$ cat src/design/sba_pkg.sv
package sba_pkg;

  localparam int MAX_SLABS   = 16;
  localparam int SLAB_BYTES  = 65536;
  localparam int BLOCK_ALIGN = 16;
  localparam int PAGE_BYTES  = 4096;

  localparam int IDX_W   = $clog2(MAX_SLABS);
  localparam int COUNT_W = $clog2(MAX_SLABS + 1);
  localparam int REQ_W   = 20;
  localparam int ADDR_W  = 21;
  localparam int CAP_W   = 22;
  localparam int TOTAL_W = 25;
  localparam int GRANT_W = 32;

  localparam logic [CAP_W-1:0] ALIGN_UNIT = CAP_W'(BLOCK_ALIGN);
  localparam logic [CAP_W-1:0] PAGE_UNIT  = CAP_W'(PAGE_BYTES);
  localparam logic [CAP_W-1:0] SLAB_SIZE  = CAP_W'(SLAB_BYTES);

  typedef enum logic [1:0] {
    ST_EXISTING = 2'd0,
    ST_NEW      = 2'd1,
    ST_FULL     = 2'd2
  } sba_status_t;

  typedef struct packed {
    logic fit_en;
    logic sel_en;
    logic commit;
  } sba_ctrl_t;

endpackage

$ cat src/design/sba_cell.sv
module sba_cell
  import sba_pkg::*;
(
  input  logic              clk,
  input  logic              rst,
  input  sba_ctrl_t         ctrl,
  input  logic              valid,
  input  logic              open_here,
  input  logic [ADDR_W-1:0] need,
  input  logic [ADDR_W-1:0] cap_new,
  input  logic              taken_in,
  output logic              taken_out,
  output logic              win,
  output logic [ADDR_W-1:0] cursor
);

  logic [ADDR_W-1:0] capacity;
  logic              fit;
  logic [CAP_W-1:0]  end_addr;

  assign end_addr  = CAP_W'(cursor) + CAP_W'(need);
  assign taken_out = taken_in | fit;

  always_ff @(posedge clk) begin
    if (rst) begin
      fit <= 1'b0;
      win <= 1'b0;
    end else begin
      if (ctrl.fit_en) begin
        fit <= valid && (end_addr <= CAP_W'(capacity));
      end
      if (ctrl.sel_en) begin
        win <= fit & ~taken_in;
      end
    end
  end

  always_ff @(posedge clk) begin
    if (ctrl.commit) begin
      if (win) begin
        cursor <= end_addr[ADDR_W-1:0];
      end else if (open_here) begin
        capacity <= cap_new;
        cursor   <= need;
      end
    end
  end

endmodule

$ cat src/design/slab_bump_allocator.sv
// Slab bump allocator.
// A request is issued by raising start with request_bytes; it is taken at a
// clock edge where start is high and busy is low. The length is rounded up to
// the block alignment and the open slabs are searched from newest to oldest.
// Each slab lives in a cell of a chain; the cells test their own fit in
// S_FIT, then a found flag ripples down the chain in S_SEL, so the newest
// fitting slab wins. If none fits, a new slab is opened in the next free cell.
// An item passes through S_FIT, S_SEL and S_COMMIT: the result appears on
// the result ports, with done high, once the block is back in S_IDLE, and
// busy is low in that same cycle, so a new item can be taken at its end.
// done is high for exactly one cycle per item, and the receiver cannot stall.
// slabs_open, bytes_reserved, bytes_handed_out and grants show the running
// totals and are valid while done is high.
// A full slab table gives status 2 with slab index and offset zero and no
// change of state.
// Synchronous reset closes all slabs and clears the totals; it needs no
// clearing pass.
module slab_bump_allocator
  import sba_pkg::*;
(
  input  logic               clk,
  input  logic               rst,
  input  logic               start,
  output logic               busy,
  input  logic [REQ_W-1:0]   request_bytes,
  output logic               done,
  output logic [1:0]         status,
  output logic [3:0]         slab_num,
  output logic [ADDR_W-1:0]  offset,
  output logic [4:0]         slabs_open,
  output logic [TOTAL_W-1:0] bytes_reserved,
  output logic [TOTAL_W-1:0] bytes_handed_out,
  output logic [GRANT_W-1:0] grants
);

  typedef enum logic [1:0] {S_IDLE, S_FIT, S_SEL, S_COMMIT} state_t;

  state_t              state;
  logic [ADDR_W-1:0]   need;
  logic [CAP_W-1:0]    cap_new;
  logic                found;
  logic [COUNT_W-1:0]  open_count;
  logic [TOTAL_W-1:0]  reserved_total;
  logic [TOTAL_W-1:0]  used_total;
  logic [GRANT_W-1:0]  grant_total;

  sba_ctrl_t           ctrl;
  logic [MAX_SLABS:0]  taken;
  logic [MAX_SLABS-1:0] win;
  logic [MAX_SLABS-1:0] valid;
  logic [MAX_SLABS-1:0] open_here;
  logic [ADDR_W-1:0]   cursor [MAX_SLABS];

  logic [ADDR_W-1:0]   need_calc;
  logic [CAP_W-1:0]    base;
  logic [ADDR_W-1:0]   off_sel;
  logic [IDX_W-1:0]    idx_sel;
  logic                room;
  logic [TOTAL_W:0]    reserved_sum;
  logic [TOTAL_W:0]    used_sum;

  assign need_calc = ADDR_W'(((CAP_W'(request_bytes) + ALIGN_UNIT - CAP_W'(1)) / ALIGN_UNIT)
                     * ALIGN_UNIT);
  assign base      = (CAP_W'(need) < SLAB_SIZE) ? SLAB_SIZE : CAP_W'(need);
  assign room      = open_count < COUNT_W'(MAX_SLABS);

  assign reserved_sum = (TOTAL_W + 1)'(reserved_total) + (TOTAL_W + 1)'(cap_new);
  assign used_sum     = (TOTAL_W + 1)'(used_total) + (TOTAL_W + 1)'(need);

  assign ctrl.fit_en = (state == S_FIT);
  assign ctrl.sel_en = (state == S_SEL);
  assign ctrl.commit = (state == S_COMMIT);

  assign busy = (state != S_IDLE);
  assign taken[MAX_SLABS] = 1'b0;

  always_comb begin
    off_sel = '0;
    idx_sel = '0;
    for (int k = 0; k < MAX_SLABS; k++) begin
      valid[k]     = COUNT_W'(k) < open_count;
      open_here[k] = (COUNT_W'(k) == open_count) && !found;
      if (win[k]) begin
        off_sel = off_sel | cursor[k];
        idx_sel = idx_sel | IDX_W'(k);
      end
    end
  end

  for (genvar g = 0; g < MAX_SLABS; g++) begin : g_cell
    sba_cell u_cell (
      .clk       (clk),
      .rst       (rst),
      .ctrl      (ctrl),
      .valid     (valid[g]),
      .open_here (open_here[g]),
      .need      (need),
      .cap_new   (cap_new[ADDR_W-1:0]),
      .taken_in  (taken[g+1]),
      .taken_out (taken[g]),
      .win       (win[g]),
      .cursor    (cursor[g])
    );
  end

  always_ff @(posedge clk) begin
    if (rst) begin
      state          <= S_IDLE;
      done           <= 1'b0;
      found          <= 1'b0;
      open_count     <= '0;
      reserved_total <= '0;
      used_total     <= '0;
      grant_total    <= '0;
    end else begin
      done <= (state == S_COMMIT);
      unique case (state)
        S_IDLE: begin
          if (start) begin
            need  <= need_calc;
            state <= S_FIT;
          end
        end
        S_FIT: begin
          cap_new <= ((base + PAGE_UNIT - CAP_W'(1)) / PAGE_UNIT) * PAGE_UNIT;
          state   <= S_SEL;
        end
        S_SEL: begin
          found <= taken[0];
          state <= S_COMMIT;
        end
        S_COMMIT: begin
          state <= S_IDLE;
          if (found) begin
            status     <= ST_EXISTING;
            slab_num   <= 4'(idx_sel);
            offset     <= off_sel;
          end else if (room) begin
            status     <= ST_NEW;
            slab_num   <= 4'(open_count);
            offset     <= '0;
            open_count <= open_count + COUNT_W'(1);
            reserved_total <= reserved_sum[TOTAL_W] ? '1 : reserved_sum[TOTAL_W-1:0];
          end else begin
            status     <= ST_FULL;
            slab_num   <= '0;
            offset     <= '0;
          end
          if (found || room) begin
            used_total <= used_sum[TOTAL_W] ? '1 : used_sum[TOTAL_W-1:0];
            if (grant_total != '1) begin
              grant_total <= grant_total + GRANT_W'(1);
            end
          end
        end
        default: state <= S_IDLE;
      endcase
    end
  end

  assign slabs_open       = 5'(open_count);
  assign bytes_reserved   = reserved_total;
  assign bytes_handed_out = used_total;
  assign grants           = grant_total;

endmodule

$ cat config.mk
export PLATFORM = sky130hd
export DESIGN_NAME = slab_bump_allocator
export DESIGN_NICKNAME = d
export VERILOG_FILES = /design/src/design/sba_pkg.sv /design/src/design/sba_cell.sv /design/src/design/slab_bump_allocator.sv
export SDC_FILE = /design/constraint.sdc
export NUM_CORES = 2
export LEC_CHECK = 0
export ABC_AREA = 1
export BUFFER_PORTS_ARGS = -buffer_cell sky130_fd_sc_hd__buf_4
export CAP_MARGIN = 15
export CORE_AREA = 2 2 259 261
export DETAILED_ROUTE_END_ITERATION = 6
export DIE_AREA = 0 0 261 263
export PLACE_DENSITY = 0.83
export SLEW_MARGIN = 20
export SYNTH_ARGS = -nofsm -noshare
export SYNTH_HDL_FRONTEND = slang
export SYNTH_SLANG_ARGS = --single-unit
$ cat constraint.sdc
create_clock -name clk -period 7.3 [get_ports clk]
set_input_delay 0.365 -clock clk [delete_from_list [all_inputs] [get_ports clk]]
set_output_delay 0.365 -clock clk [all_outputs]
set_load 0.02 [all_outputs]
=== After elaboration in Yosys (flattened, before gate mapping) ===
Index checks and enable logic that the tools add are counted.
Widths: inputs -> output; s select.

* Register bits after elaboration: 657
* Input port bits: 23

* Add/subtract/negate cells: 24
* Order comparisons: 34
* Equal/unequal tests: 20
* Muxes and demuxes: 71
* Bitwise logic cells: 78
* Reductions and logical operators: 91

{| class="wikitable"
|+ Operators by type and width
! operator !! number
|-
| $mux 21 || 49
|-
| $add 21x21->22 || 16
|-
| $le 22x21->1 || 16
|-
| $or 21x21->21 || 15
|-
| $reduce_and 3->1 || 19
|-
| $mux 25 || 2
|-
| $eq 4x5->1 const A || 8
|-
| $lt 4x5->1 const A || 8
|-
| $mux 4 || 10
|-
| $reduce_and 2->1 || 19
|-
| $reduce_bool 2->1 || 17
|-
| $not 1->1 || 33
|-
| $add 32x1->32 const B || 1
|-
| $logic_and 1x1->1 || 32
|-
| $ne 32x32->1 const B || 1
|-
| $add 25x21->26 || 1
|-
| $add 25x22->26 || 1
|-
| $add 21x13->22 const B || 1
|-
| $sub 22x1->22 const B || 1
|-
| $add 20x5->21 const B || 1
|-
| $lt 21x17->1 const B || 1
|-
| $sub 21x1->21 const B || 1
|-
| $eq 3x5->1 const A || 4
|-
| $lt 3x5->1 const A || 4
|-
| other kinds (19) || 57
|}

=== Depth between registers and ports, before layout ===
* Depth in word-level cells: 31
* Gate-level depth with buffers: 24
* Mapped depth without buffers: 24

=== By module ===
Synthesis repeated with hierarchy kept, for this count alone.

* Cell total of the unflattened synthesis: 8085
* Area, all modules: 64144.0 um^2

{| class="wikitable"
|+ Modules (own cells, without submodules)
! module !! instances !! cells an instance !! area each (um^2)
|-
| sba_cell at g_cell[11].u_cell ... || 12 || 415 || 3375.7
|-
| slab_bump_allocator || 1 || 1485 || 10152.2
|-
| sba_cell at g_cell[0].u_cell ... || 3 || 406 || 3365.7
|-
| sba_cell at g_cell[10].u_cell || 1 || 402 || 3385.7
|}

=== Worst setup path before layout ===
OpenSTA, ideal clock, no wires.

* Path type: reg-to-reg
* From: register need[5]
* To: register g_cell[5].u_cell.fit
* Library setup time: 70 ps
* Data arrival time: 3665 ps
* Data required time: 7230 ps
* Slack: 3565 ps
* Cell stages (with the launch flop): 23
* Cells stage by stage: edfxtp_1 -> buf_2 -> inv_1 -> fa_1 -> inv_1 -> nand3_1 -> nand2_1 -> nand3_1 -> nand4_1 -> a21oi_1 -> xor2_1 -> inv_1 -> ha_1 -> nand2_1 -> nor3_1 -> nand3_1 -> nor2_1 -> nand3_1 -> nor2_1 -> nand3_1 -> nand2_1 -> nand2_1 -> a21oi_1

* Word-level cells in the longest chain between the ends: 3

{| class="wikitable"
|+ RTL lines
! item !! line !! RTL
|-
| from (decl) || slab_bump_allocator.sv:39 || <nowiki>logic [ADDR_W-1:0] need;</nowiki>
|-
| from (signal assigned) || slab_bump_allocator.sv:120 || <nowiki>need <= need_calc;</nowiki>
|-
| $add 21x21->22 || sba_cell.sv:21 || <nowiki>assign end_addr = CAP_W'(cursor) + CAP_W'(need);</nowiki>
|-
| $le 22x21->1 || sba_cell.sv:30 || <nowiki>fit <= valid && (end_addr <= CAP_W'(capacity));</nowiki>
|-
| $logic_and 1x1->1 || sba_cell.sv:30 ||
|-
| to (signal assigned) || sba_cell.sv:30 ||
|-
| to (decl) || sba_cell.sv:18 || <nowiki>logic fit;</nowiki>
|}

Every way passes these cells.
A chain may end at the register's enable or synchronous reset.

=== Final worst setup path ===
* From: register need[5]
* To: register g_cell[7].u_cell.fit

* Word-level cells in the longest chain between the ends: 3

{| class="wikitable"
|+ RTL lines
! item !! line
|-
| $add 21x21->22 || sba_cell.sv:21
|-
| $le 22x21->1 || sba_cell.sv:30
|-
| $logic_and 1x1->1 || sba_cell.sv:30
|-
| to (signal assigned) || sba_cell.sv:30
|-
| to (decl) || sba_cell.sv:18
|}

Every way passes these cells.

==> run metrics <==
Synth cell types 57; P&R area growth vs syn 10.2%; R2R Path Start need[5]; normalized max-slew margin 8.85%; CTS root buf clkbuf_16; number of max-cap violations 0; largest cells by area after synthesis edfxtp_1 (33%), ha_1 (13%), nand2_1 (11%); largest net degree at the start of global routing 40; Synth Cell Area 43000 µm²; worst path cell trace buf_4 > clkinv_1 > buf_4 > fa_1 > inv_1 > nand2_1 > a21oi_1 > nand2_1 > nand2_1 > a21boi_1 > o21ai_0 > xor2_1 > ha_1 > inv_1 > nor2_1 > nand4_1 > nor2_1 > nand3_1 > nor2_1 > nand3_1 > nand2_1 > nand2_1 > a21oi_1; Final Net Count 5982; CP Class reg -> reg; Starting Density 65.6%; top_reg_cell synth edfxtp_1; Synth Area per Inst 8.01 µm²; CTS tree done; placed inst area 45000 µm²; Setup violations, final 0; vias in the first global route 38700; family with the most delay on the worst path buffers and inverters; Core Rows 94; remaining antenna violation count after routing 0; clock latency at the later pin of the worst-skew pair 0.63 ns; post-CTS setup buffer count 0; CP bufs+invs 5; CTS Hold Buffers Added 0; number of synthesized flops with an enable pin 466; Critical Path RT 7.85 ns; HP Class in -> reg; most frequent CP cell nand2_1; WP data arrival 4.90 ns; first-pass GRT wire length 240 mm; Tmin final 4.35 ns; Final Hold Fails 0; run status finished, final reports clean; worst-case clock buffer depth 3; period utilisation layout 59.5%; CP max-delay cell buf_4; PwrDens 257 nW/µm²; I/O pin cnt 139; clk_skew 0.0218 ns; via count 41900; fin. max-slew vios 0; Tot GR Track Use 47.1%; hold_sp request_bytes[14]; dpl hpwl 117 mm; initial antenna violation count 16; Congestion Overflow GR 0; post-synthesis cell count 5370; DRC 0; Clock Pin Slew Worst Setup and Hold Paths 0.07 ns; CP startpoint need[5]; Synth area leader edfxtp_1; Die Span Y 263 µm; register area share after synthesis 37.6%; CP max stage delay 0.55 ns; GPL Wtd Cong 1.14; Max VDD drop 0.218 mV; Slew @ Worst Pin 1.37 ns; Chip Width 261 µm; Yosys top cell area share 32.5%; FMAX 0.230 GHz; # clock sinks 575; # port buffers 134; DR pass1 iterations 7; DR WL/cell 25.6 µm; share of cells above drive strength 1 6.62%; Critical Path End Type flop; # resized after CTS 0; DRT iter0 DRCs 6543; die area 68600 µm²; Synth Register Bits 575; via-per-instance ratio 6.53; total CTS buffers 67; CP Max Fanout 34; Core Area 65600 µm²; post-route cell area 47400 µm²; type of origin of the critical path flop; Post-synth ARST share 0%; LEAKAGE 21.6 nW; Synth warnings 0; RSZ-0062 raised after global routing no; H-tree level count 3; Setup Total Neg Slack 0 ns; final WL 165 mm
==> layout make-up <==
| cell class | instances | area, µm² |
|---|---|---|
| inverters | 639 | 2400 |
| clock buffers | 87 | 1870 |
| diodes | 18 | 45.0 |
| fillers | 5211 | 18200 |
| well taps | 864 | 1080 |
| repair buffers | 218 | 1640 |
| clock inverters | 37 | 443 |
| flip-flops and latches | 575 | 16200 |
| multi-input cells | 3989 | 23800 |
==> stage by stage <==
| step | std cells | worst slack, ns | hold WS [ns] | util (%) | power (mW) |
|---|---|---|---|---|---|
| 5_1_grt | 6409 | 2.74 | 0.0552 | 72.2 | 12.6 |
| 3_3_place_gp | 6285 | 3.32 | 0.467 | 68.6 | 8.26 |
| 3_5_place_dp | 6285 | 3.16 | 0.461 | 68.6 | 8.35 |
| 2_1_floorplan | 5373 | 3.57 | 0.445 | - | 6.87 |
| 6_report | 6427 | 2.95 | 0.0352 | 72.2 | 12.2 |
| 4_1_cts | 6409 | 3.15 | 0.0258 | 72.1 | 11.9 |
==> state kept, by name, summed over array words and instances (netlist names) <==
name,cells
need,17
g_cell.u_cell.capacity,144
grants,32
g_cell.u_cell.cursor,272
g_cell.u_cell.fit,16
state,2
g_cell.u_cell.win,16
bytes_handed_out,22
slab_num,4
done,1
slabs_open,5
cap_new,10
offset,17
found,1
status,2
bytes_reserved,14
==> cell usage after synthesis (17+ instances only) <==
library cell and instances:
xor2_1 193, a21o_1 59, o21bai_1 31, edfxtp_1 466, clkbuf_1 120, inv_1 629
dfxtp_1 109, buf_4 26, a21oi_1 412, fa_1 18, nand4_1 82, o21ai_0 400
ha_1 451, nand2_1 1266, nand3_1 269, a221oi_1 67, xnor2_1 58, a31oi_1 20
nor2_1 373, nor3_1 75, a41oi_1 17, a22o_1 64, and2_1 26
==> final timing paths <==
check                          to  slack (ns)  cells past startpoint
max          g_cell[7].u_cell.fit        2.95                     23
min                      need[14]        0.04                      3
max reg2reg  g_cell[7].u_cell.fit        2.95                     23
min reg2reg  g_cell[2].u_cell.fit        0.48                      2
==> logic make-up after synthesis <==
kind of cell | count (synthesis) | synth area share, %
compound gates | 1124 | 15.3
xor+xnor | 251 | 5.11
fa+ha+maj | 469 | 13.9
buf+inv | 809 | 7.35
flops | 575 | 37.6
other cells | 1 | 0.00871
simple gates | 2141 | 20.7
==> power breakdown <==
| part | switching [mW] | internal (mW) | total (mW) |
|---|---|---|---|
| registers | 0.147 | 3.82 | 3.97 |
| logic | 3.21 | 1.39 | 4.59 |
| clock network | 1.50 | 2.11 | 3.61 |
==> metal layers <==
metal / routed length, µm / share of wire (%) / track usage, %
met3: 26500 / 16 / 15.5
met2: 67100 / 41 / 67.4
met5: 103 / 0.063 / 0
met1: 56700 / 34 / 59.8
met4: 14000 / 8.5 / 33.2
==> layout by cell type (no fill, tap or decap), drive strengths merged, types with 193 or more instances in the layout <==
cell / n
o21ai: 406
xor2: 193
inv: 635
edfxtp: 466
nand3: 271
nor2: 381
nand2: 1268
ha: 451
a21oi: 415
buf: 218
==> worst reg2reg max path, stage by stage, from the launching register on <==
cell and delay, ns:
edfxtp_1 0.31, buf_4 0.55, clkinv_1 0.26, buf_4 0.40, fa_1 0.50, inv_1 0.07, nand2_1 0.06, a21oi_1 0.21
nand2_1 0.11, nand2_1 0.11, a21boi_1 0.11, o21ai_0 0.27, xor2_1 0.15, ha_1 0.33, inv_1 0.05, nor2_1 0.08
nand4_1 0.10, nor2_1 0.12, nand3_1 0.08, nor2_1 0.11, nand3_1 0.08, nand2_1 0.07, nand2_1 0.05, a21oi_1 0.12
(Power assumes the default switching activity.)
